--- src/rtl/core/las_pkg.sv ---
// Shared types and constants for the LED animation sequencer.
// Item, result and program-entry layouts, and controller/datapath command structs.
// No dependencies.
`default_nettype none

package las_pkg;

	localparam int NUM_LEDS         = 12;
	localparam int NUM_COLORS       = 3;
	localparam int RIGHT_HALF_START = 6;
	localparam int LEVEL_W          = 4;
	localparam int VAL_W            = 5;

	// Item modes
	localparam logic [1:0] MODE_TICK    = 2'd0;
	localparam logic [1:0] MODE_WRITE   = 2'd1;
	localparam logic [1:0] MODE_RESTART = 2'd2;

	// Opcode bit positions; all clear means load
	localparam int OP_ADD_BIT      = 0;
	localparam int OP_ROT_UP_BIT   = 1;
	localparam int OP_ROT_DOWN_BIT = 2;
	localparam int OP_HALF_UP_BIT  = 3;
	localparam int OP_REPEAT_BIT   = 5;

	localparam logic [7:0] NO_STEP = 8'hFF;

	// Configuration registers
	localparam int         CFG_IDX_W       = 1;
	localparam int         CFG_DATA_W      = 8;
	localparam logic       REG_ANIM_START  = 1'b0;
	localparam logic       REG_ANIM_LENGTH = 1'b1;
	localparam logic [7:0] ANIM_LENGTH_RST = 8'd1;

	typedef logic [LEVEL_W-1:0] level_t;

	typedef struct packed {
		logic [7:0]                  entry_repeat;
		logic [5:0]                  entry_opcode;
		logic [NUM_COLORS*VAL_W-1:0] entry_rgb_values;
		logic [NUM_LEDS*VAL_W-1:0]   entry_led_values;
		logic [15:0]                 entry_duration;
		logic [6:0]                  entry_addr;
		logic [15:0]                 elapsed_ms;
		logic [1:0]                  mode;
	} item_t;

	typedef struct packed {
		logic                          step_applied;
		logic [6:0]                    step_index;
		logic [NUM_COLORS*LEVEL_W-1:0] rgb_levels;
		logic [NUM_LEDS*LEVEL_W-1:0]   led_levels;
	} result_t;

	typedef struct packed {
		logic [7:0]                  repeat_cnt;
		logic [5:0]                  opcode;
		logic [NUM_COLORS*VAL_W-1:0] rgb_values;
		logic [NUM_LEDS*VAL_W-1:0]   led_values;
		logic [15:0]                 duration;
	} prog_entry_t;

	typedef struct packed {
		logic take_item;
		logic prog_write;
		logic restart;
		logic tick_begin;
		logic reduce;
		logic walk_init;
		logic walk_step;
		logic fetch;
		logic apply;
		logic out_load;
	} las_cmd_t;

	typedef struct packed {
		logic [1:0] mode;
		logic       tick_nonzero;
		logic       start_ge_depth;
		logic       walk_hit;
		logic       walk_end;
	} las_status_t;

endpackage

`default_nettype wire

--- src/rtl/core/las_ctrl.sv ---
// Controller state machine of the LED animation sequencer.
// Sequences decode, start reduction, timeline walk, fetch and apply. Uses las_pkg.
`default_nettype none

module las_ctrl import las_pkg::*; (
	input  logic        clk,
	input  logic        arst_n,
	input  logic        item_valid,
	output logic        item_ready,
	output logic        result_valid,
	input  logic        result_ready,
	input  las_status_t sts,
	output las_cmd_t    cmd
);

	typedef enum logic [2:0] {
		S_IDLE,
		S_DECODE,
		S_REDUCE,
		S_WALK,
		S_FETCH,
		S_APPLY,
		S_FINISH
	} state_t;

	state_t state_q;
	logic   result_valid_q;
	logic   finish;
	logic   is_tick;

	assign is_tick = (sts.mode == MODE_TICK) && sts.tick_nonzero;

	always_comb begin
		cmd    = '0;
		finish = 1'b0;
		unique case (state_q)
			S_IDLE: cmd.take_item = item_valid;
			S_DECODE: begin
				cmd.prog_write = (sts.mode == MODE_WRITE);
				cmd.restart    = (sts.mode == MODE_RESTART);
				cmd.tick_begin = is_tick;
			end
			S_REDUCE: begin
				cmd.reduce    = sts.start_ge_depth;
				cmd.walk_init = !sts.start_ge_depth;
			end
			S_WALK:  cmd.walk_step = 1'b1;
			S_FETCH: cmd.fetch = 1'b1;
			S_APPLY: cmd.apply = 1'b1;
			S_FINISH: begin
				finish       = !result_valid_q || result_ready;
				cmd.out_load = finish;
			end
			default: ;
		endcase
	end

	always_ff @(posedge clk or negedge arst_n) begin
		if (!arst_n) begin
			state_q        <= S_IDLE;
			result_valid_q <= 1'b0;
		end else begin
			if (finish) begin
				result_valid_q <= 1'b1;
			end else if (result_ready) begin
				result_valid_q <= 1'b0;
			end
			unique case (state_q)
				S_IDLE:   if (item_valid) state_q <= S_DECODE;
				S_DECODE: state_q <= is_tick ? S_REDUCE : S_FINISH;
				S_REDUCE: if (!sts.start_ge_depth) state_q <= S_WALK;
				S_WALK:   if (sts.walk_hit || sts.walk_end) state_q <= S_FETCH;
				S_FETCH:  state_q <= S_APPLY;
				S_APPLY:  state_q <= S_FINISH;
				S_FINISH: if (finish) state_q <= S_IDLE;
				default:  state_q <= S_IDLE;
			endcase
		end
	end

	assign item_ready   = (state_q == S_IDLE);
	assign result_valid = result_valid_q;

endmodule

`default_nettype wire

--- config.mk ---
export PLATFORM = sky130hd
export DESIGN_NAME = las_ctrl
export DESIGN_NICKNAME = d
export VERILOG_FILES = /design/src/rtl/core/las_pkg.sv /design/src/rtl/core/las_ctrl.sv
export SDC_FILE = /design/constraint.sdc
export NUM_CORES = 1
export LEC_CHECK = 0
export BUFFER_PORTS_ARGS = -buffer_cell sky130_fd_sc_hd__buf_2
export CAP_MARGIN = 0
export CORE_AREA = 2 2 39 41
export CTS_CLUSTER_SIZE = 25
export DETAILED_ROUTE_END_ITERATION = 10
export DIE_AREA = 0 0 41 43
export PLACE_DENSITY_LB_ADDON = 0.3
export SLEW_MARGIN = 40
export SYNTH_ARGS = -nofsm -noshare
export SYNTH_HDL_FRONTEND = slang
export SYNTH_SLANG_ARGS = --single-unit
--- constraint.sdc ---
create_clock -name clk -period 1.8 [get_ports clk]
set_input_delay 0.27 -clock clk [delete_from_list [all_inputs] [get_ports clk]]
set_output_delay 0.27 -clock clk [all_outputs]
set_load 0.02 [all_outputs]
==> results of run 1 <==
logic make-up (layout without fill, tap and decap cells):
| group | count (synthesis) | after routing |
|---|---|---|
| buffers and inverters | 7 | 29 |
| and+or+nand+nor | 19 | 19 |
| AOI/OAI and AO/OA | 9 | 9 |
| DFF | 4 | 4 |
state kept, by name, indices dropped and copies added, names as in the netlist:
signal and count:
state_q 3, result_valid 1
worst max path at each step:
stage / from / end / slack, ps
finish: state_q[1] / cmd[6] / 130
global route: state_q[2] / cmd[7] / 30
CTS: state_q[0] / cmd[8] / 60
detailed placement: state_q[2] / cmd[8] / 310
global placement: state_q[2] / cmd[8] / 350
floorplan: state_q[2] / cmd[9] / 110
metrics by stage:
stage                     util (%)  instance area (um^2)
after floorplan                  -                   309
after global placement        30.4                   420
after detailed placement      30.4                   420
after CTS                     32.7                   453
after global routing          33.4                   462
final                         33.4                   462
metal layers:
layer	up-vias	global-route usage [%]	routed length (um)
li1	185	-	-
met1	160	13.1	382
met2	12	14.7	357
met3	0	6.28	57
met4	0	2.00	0
met5	-	0	0
cells in the final DEF, fill, tap and decap left out, drive strengths merged:
cell	n
or4b	1
nand3b	1
o21bai	1
a31oi	1
nor2	5
inv	3
or3b	1
a32o	1
dfrtp	4
nor3b	1
and3	1
nor3	1
and2	1
nor4	1
buf	22
nand2b	1
a21oi	2
dlygate4sd3	1
o31ai	1
o21ai	3
clkbuf	3
nor4b	3
nand2	2
what timing repair did:
action	4_1_cts	5_1_grt
hold buffers	1	0
hold endpoints to repair	4	0
endpoints found under the setup margin	0	2
resized for setup	0	3
final cells by class:
cell class                      instances  area share, %
Sequential cell                         4           22.2
Clock buffer                            3           4.88
Timing Repair Buffer                   23           26.6
Tap cell                               16           4.34
Multi-Input combinational cell         28           39.6
Inverter                                3           2.44
power groups by stage:
stage | Clock, mW | Combinational, mW | Sequential (mW)
2_1_floorplan | 0 | 0.341 | 0.169
3_3_place_gp | 0 | 0.413 | 0.207
3_5_place_dp | 0 | 0.413 | 0.209
4_1_cts | 0.116 | 0.418 | 0.208
5_1_grt | 0.123 | 0.463 | 0.226
6_report | 0.109 | 0.418 | 0.214
==> key figures, run 1 <==
Worst hold path
  – Hold depth: 2
  – WHS Endpoint: result_valid
  – Hold Crit Class: input port to flip-flop
  – Min-delay src: result_ready

Placed design
  – PortBufs: 21
  – Placer Congestion: 0.723
  – Detailed Place HPWL: 597 um
  – Setup slack at placement: 313 ps
  – Dpl cells: 73

Logic synthesis
  – Compound-gate portion of the synthesized area: 18.2%
  – Fraction of the mapped netlist area in adder cells: 0%
  – Cells after Synth: 39
  – Sequential share of the synthesized area: 32.4%
  – Post-synth EDFFs: 0
  – Syn_area_per_cell: 7.92 um^2
  – Unique cell type count in the Yosys netlist: 24
  – Simple-Gate Fraction of Synth Area: 38.9%
  – Largest family of logic cells by synthesized area: simple AND/OR/NAND/NOR gates
  – Syn. warnings: 0
  – Synth cell count leaders: nor2_1 (5), dfrtp_1 (4), nor4b_1 (3), o21ai_0 (3)
  – Synth area leader: dfrtp_1
  – Ys flop type: dfrtp_1
  – Post-synthesis mux area share: 0%
  – Post-synth net total: 49
  – XOR/XNOR share of the synthesized area: 0%
  – Top cell type's share of synthesized area: 32.4%
  – Most common cell in the netlist: nor2_1
  – Post-synthesis cell area: 309 um^2
  – Flops & latches, synth: 4
  – Synth top area cells: dfrtp_1 (32%), nor4b_1 (8.5%), nor2_1 (6.1%), o21ai_0 (4.9%), or4b_4 (4.5%)
  – Async S/R FF share, synth: 100%

Worst setup path
  – R2r setup slk: 510 ps
  – Arr. time, crit path: 1400 ps
  – Critical path's top delay family: simple AND/OR/NAND/NOR gates
  – RR Startpoint: state_q[1]
  – Critical path type: flip-flop to output port
  – Worst path max stage delay: 540 ps
  – Worst path cell trace: or4b_4 -> nor2_1 -> buf_2
  – Max stage delay cell, worst path: or4b_4
  – Critical path fanouts, max: 2
  – Worst setup EP type: output port
  – Critical path depth in cells: 3
  – Reg-to-Reg End: state_q[2]
  – Crit path launch type: flip-flop
  – Worst path buffer plus inverter count: 1
  – Required time worst endpoint: 1530 ps
  – R2R cell count: 2

Power
  – Comb pwr share: 56.5%
  – Leak pwr: 0.234 nW
  – Final Total Pwr: 0.741 mW
  – Internal Power: 0.381 mW
  – Sw power: 0.360 mW
  – Sequential share of power: 28.8%
  – Switching part of the total: 48.6%
  – VDD IR max: 0.564 mV
  – PwrDens: 1610 mW/mm^2
  – Clk network pwr share: 14.7%

Global route
  – Initial antenna violation count: 0
  – Largest net degree at the start of global routing: 14
  – Vias in the first global route: 292
  – First-pass GRT wire length: 1.23 mm
  – Global route total overflow: 0
  – Tot GR Track Use: 10.3%

Routing
  – Wirelength, routed: 797 um
  – Via density: 4.64
  – Avg WL per Cell: 10.4 um
  – Vias: 357
  – DRC viols: 0
  – Routed Antenna Nets: 0
  – DRT Pass-1 Iters: 3
  – DRT iter0 DRCs: 4

STA
  – Final hold viol count: 0
  – Final setup fails: 0
  – Max Clk Rate: 597 MHz
  – RSZ-0062 raised after global routing: false
  – Setup TNS: 0 ps
  – Slew Limit Fails: 0
  – Final worst slack: 125 ps
  – Worst Max-Slew Pin Slew: 246 ps
  – Setup Skew: 1.82 ps
  – Slew headroom: 83.4%
  – Fin crit share: 93.0%
  – Hold WS: 277 ps
  – Post-layout min period: 1670 ps

Clock tree
  – Clk_lat worst skew: 230 ps
  – # Post-CTS Setup Buffers: 0
  – Root Buffer: clkbuf_4
  – CTS buffer count: 3
  – CTS tree: yes
  – Clock buffer depth: 2
  – Clock Sink Count: 4
  – H-tree levels: 1
  – Reg clk slew, reported paths: 40 ps

Floorplanning
  – Die width: 41 um
  – Top Ports: 22
  – Starting Density: 22.3%
  – Die Y: 43 um
  – Die area: 0.00176 mm^2
  – Standard-cell rows: 14
  – Core area: 0.00138 mm^2

Final layout
  – Layout Cells excl Fill: 77
  – Final nets: 73
  – Register area: 103 um^2
  – ANT cells: 0
  – Share of cells above drive strength 1: 49.2%
  – Area of the multi-input gates: 183 um^2
  – Layout fillers: 165
  – Synthesis-to-layout area growth: 49.4%

Status
  – Status: complete, no violations

Flow run
  – # Max-Cap Violations: 0
No activity file was read; power rests on OpenSTA's default activity.
==> run 2: changes to the inputs <==
HOLD_SLACK_MARGIN = 0.05   (was unset)
clock period = 1.4 ns   (was 1.8 ns; I/O delays follow)
==> run 2 against run 1 <==
The flow now finishes with violations (setup timing). Sequential cell count did not move. Clock-buffer cell count stayed put. Cell area grew 38%.
==> key figures, run 2 (synthesis results as in run 1) <==
Worst setup path
  – Required time worst endpoint: 1190 ps (-340 ps)
  – Critical path fanouts, max: 2 (unchanged)
  – Crit path launch type: flip-flop
  – Worst setup EP type: output port
  – R2R cell count: 2 (unchanged)
  – Reg-to-Reg End: state_q[2]
  – R2r setup slk: 150 ps (-360 ps)
  – Arr. time, crit path: 1330 ps (-70 ps)
  – Critical path type: flip-flop to output port
  – RR Startpoint: state_q[1]

Power
  – PwrDens: 2150 mW/mm^2 (+34%)
  – Internal Power: 0.764 mW (+100%)
  – VDD IR max: 0.727 mV (+29%)
  – Leak pwr: 0.301 nW (+29%)
  – Switching part of the total: 44.5% (-4.1 points)
  – Clk network pwr share: 9.9% (-4.8 points)
  – Sw power: 0.612 mW (+70%)
  – Comb pwr share: 73.6% (+17 points)
  – Sequential share of power: 16.6% (-12 points)

Global route
  – Initial antenna violation count: 0 (unchanged)
  – Tot GR Track Use: 9.06% (-1.2 points)
  – Global route total overflow: 0 (unchanged)
  – Largest net degree at the start of global routing: 12 (-2)
  – First-pass GRT wire length: 1.10 mm (-11%)
  – Vias in the first global route: 308 (+5.5%)

Final layout
  – Final core area utilization: 46.2% (+13 points)
  – Share of cells above drive strength 1: 65.2% (+16 points)
  – Synthesis-to-layout area growth: 107%
  – ANT cells: 0 (unchanged)
  – Most flops, register: state_q
  – Register area: 101 um^2 (-1.2%)
  – Max reg flops: 3 (unchanged)
  – Final nets: 81 (+11%)
  – Most common cell after layout, fill and taps aside: buf_2
  – Layout fillers: 139 (-16%)
  – Area of the multi-input gates: 251 um^2 (+38%)
  – Most frequent cells in the layout: buf_2 (14), buf_4 (9), buf_6 (6)

STA
  – Hold WS: 213 ps (-63.7 ps)
  – Fin crit share: 110%
  – Slew headroom: 84.1% (+0.67 points)
  – Post-layout min period: 1540 ps
  – Setup Skew: 1.63 ps (-0.189 ps)
  – Slew Limit Fails: 0 (unchanged)
  – Max Clk Rate: 648 MHz
  – Final setup fails: 9 (+9)
  – Final worst slack: -144 ps (-269 ps)
  – RSZ-0062 raised after global routing: true
  – Worst Max-Slew Pin Slew: 236 ps (-9.99 ps)
  – Final hold viol count: 0 (unchanged)

Clock tree
  – Clock Sink Count: 4 (unchanged)
  – CTS tree: yes
  – Clk_lat worst skew: 230 ps (about the same)
  – H-tree levels: 1 (unchanged)
  – Clock buffer depth: 2 (unchanged)
  – CTS buffer count: 3 (unchanged)
  – Root Buffer: clkbuf_4
  – Reg clk slew, reported paths: 30 ps (about the same)

Status
  – Failing checks: setup timing
  – Status: complete, but fails checks

Worst hold path
  – Hold Crit Class: input port to flip-flop
  – Hold depth: 2 (unchanged)
  – Min-delay src: result_ready
  – WHS Endpoint: result_valid

Floorplanning
  – Standard-cell rows: 14 (unchanged)
  – Core area: 0.00138 mm^2 (unchanged)
  – Die Y: 43 um (unchanged)
  – Top Ports: 22 (unchanged)
  – Die area: 0.00176 mm^2 (unchanged)
  – Die width: 41 um (unchanged)
  – Starting Density: 22.3% (unchanged)

Routing
  – DRT iter0 DRCs: 2 (-2)
  – Vias: 399 (+12%)
  – Avg WL per Cell: 10.4 um (+0.59%)
  – Top sig layer: met3
  – Via density: 4.69 (+1.2%)
  – WL met2: 483 um (+35%)
  – DRT Pass-1 Iters: 2 (-1)
  – Routed Antenna Nets: 0 (unchanged)
  – Routed wl met3: 57 um (unchanged)
  – M1 wire length: 344 um (-9.9%)
  – DRC viols: 0 (unchanged)
  – Wirelength, routed: 885 um (+11%)

Flow run
  – # Max-Cap Violations: 0 (unchanged)

Placed design
  – Detailed Place HPWL: 615 um (+3.2%)
  – Placer Congestion: 0.629 (-13%)
  – PortBufs: 21 (unchanged)
run 2: layer usage:
layer,track usage (%),vias to the layer above
met5,0,-
met4,6.00,0
met3,1.57,0
met2,15.6,12
met1,9.09,183
li1,-,204
run 2: cell type report:
cell class                      instances  share of cell area, %
Inverter                                3                   2.15
Clock buffer                            3                   3.52
Timing Repair Buffer                   31                   36.0
Tap cell                               16                   3.13
Sequential cell                         4                   15.9
Multi-Input combinational cell         28                   39.3
run 2: critical path: stages, from the launching register on:
cell	delay, ps
dfrtp_1	370
or4b_4	500
nor2_4	120
buf_6	120
run 2: timing repair:
| action | in CTS | in global routing |
|---|---|---|
| hold endpoints to repair | 4 | 0 |
| hold buffers | 1 | 0 |
| gates resized for setup | 11 | 16 |
| endpoints found under the setup margin | 8 | 10 |
| setup buffers | 3 | 3 |
| pin swaps | 3 | 2 |
run 2: power groups by stage:
stage / logic (mW) / clock network (mW) / registers, mW
after floorplan: 0.469 / 0 / 0.220
after global placement: 0.663 / 0 / 0.212
after detailed placement: 0.663 / 0 / 0.211
after CTS: 0.790 / 0.146 / 0.221
after global routing: 1.09 / 0.145 / 0.236
final: 1.01 / 0.136 / 0.228
run 2: worst max-delay path by stage:
| stage | startpoint | to | slack, ps | cells past startpoint |
|---|---|---|---|---|
| after floorplan | state_q[1] | cmd[7] | -140 | 2 |
| after global placement | state_q[1] | cmd[6] | 50 | 3 |
| after detailed placement | state_q[1] | cmd[6] | 50 | 3 |
| after CTS | state_q[1] | cmd[6] | -150 | 3 |
| after global routing | state_q[1] | cmd[8] | -180 | 4 |
| final | state_q[1] | cmd[6] | -140 | 3 |
run 2: through the flow:
stage | power [mW] | instances | setup WS [ps] | setup TNS, ps | cell area (um^2)
2_1_floorplan | 0.688 | 39 | -139 | -344 | 327
3_3_place_gp | 0.875 | 75 | 53.1 | 0 | 453
5_1_grt | 1.47 | 85 | -183 | -1110 | 639
4_1_cts | 1.16 | 82 | -154 | -452 | 549
6_report | 1.38 | 85 | -144 | -618 | 639
3_5_place_dp | 0.874 | 75 | 47.9 | 0 | 453
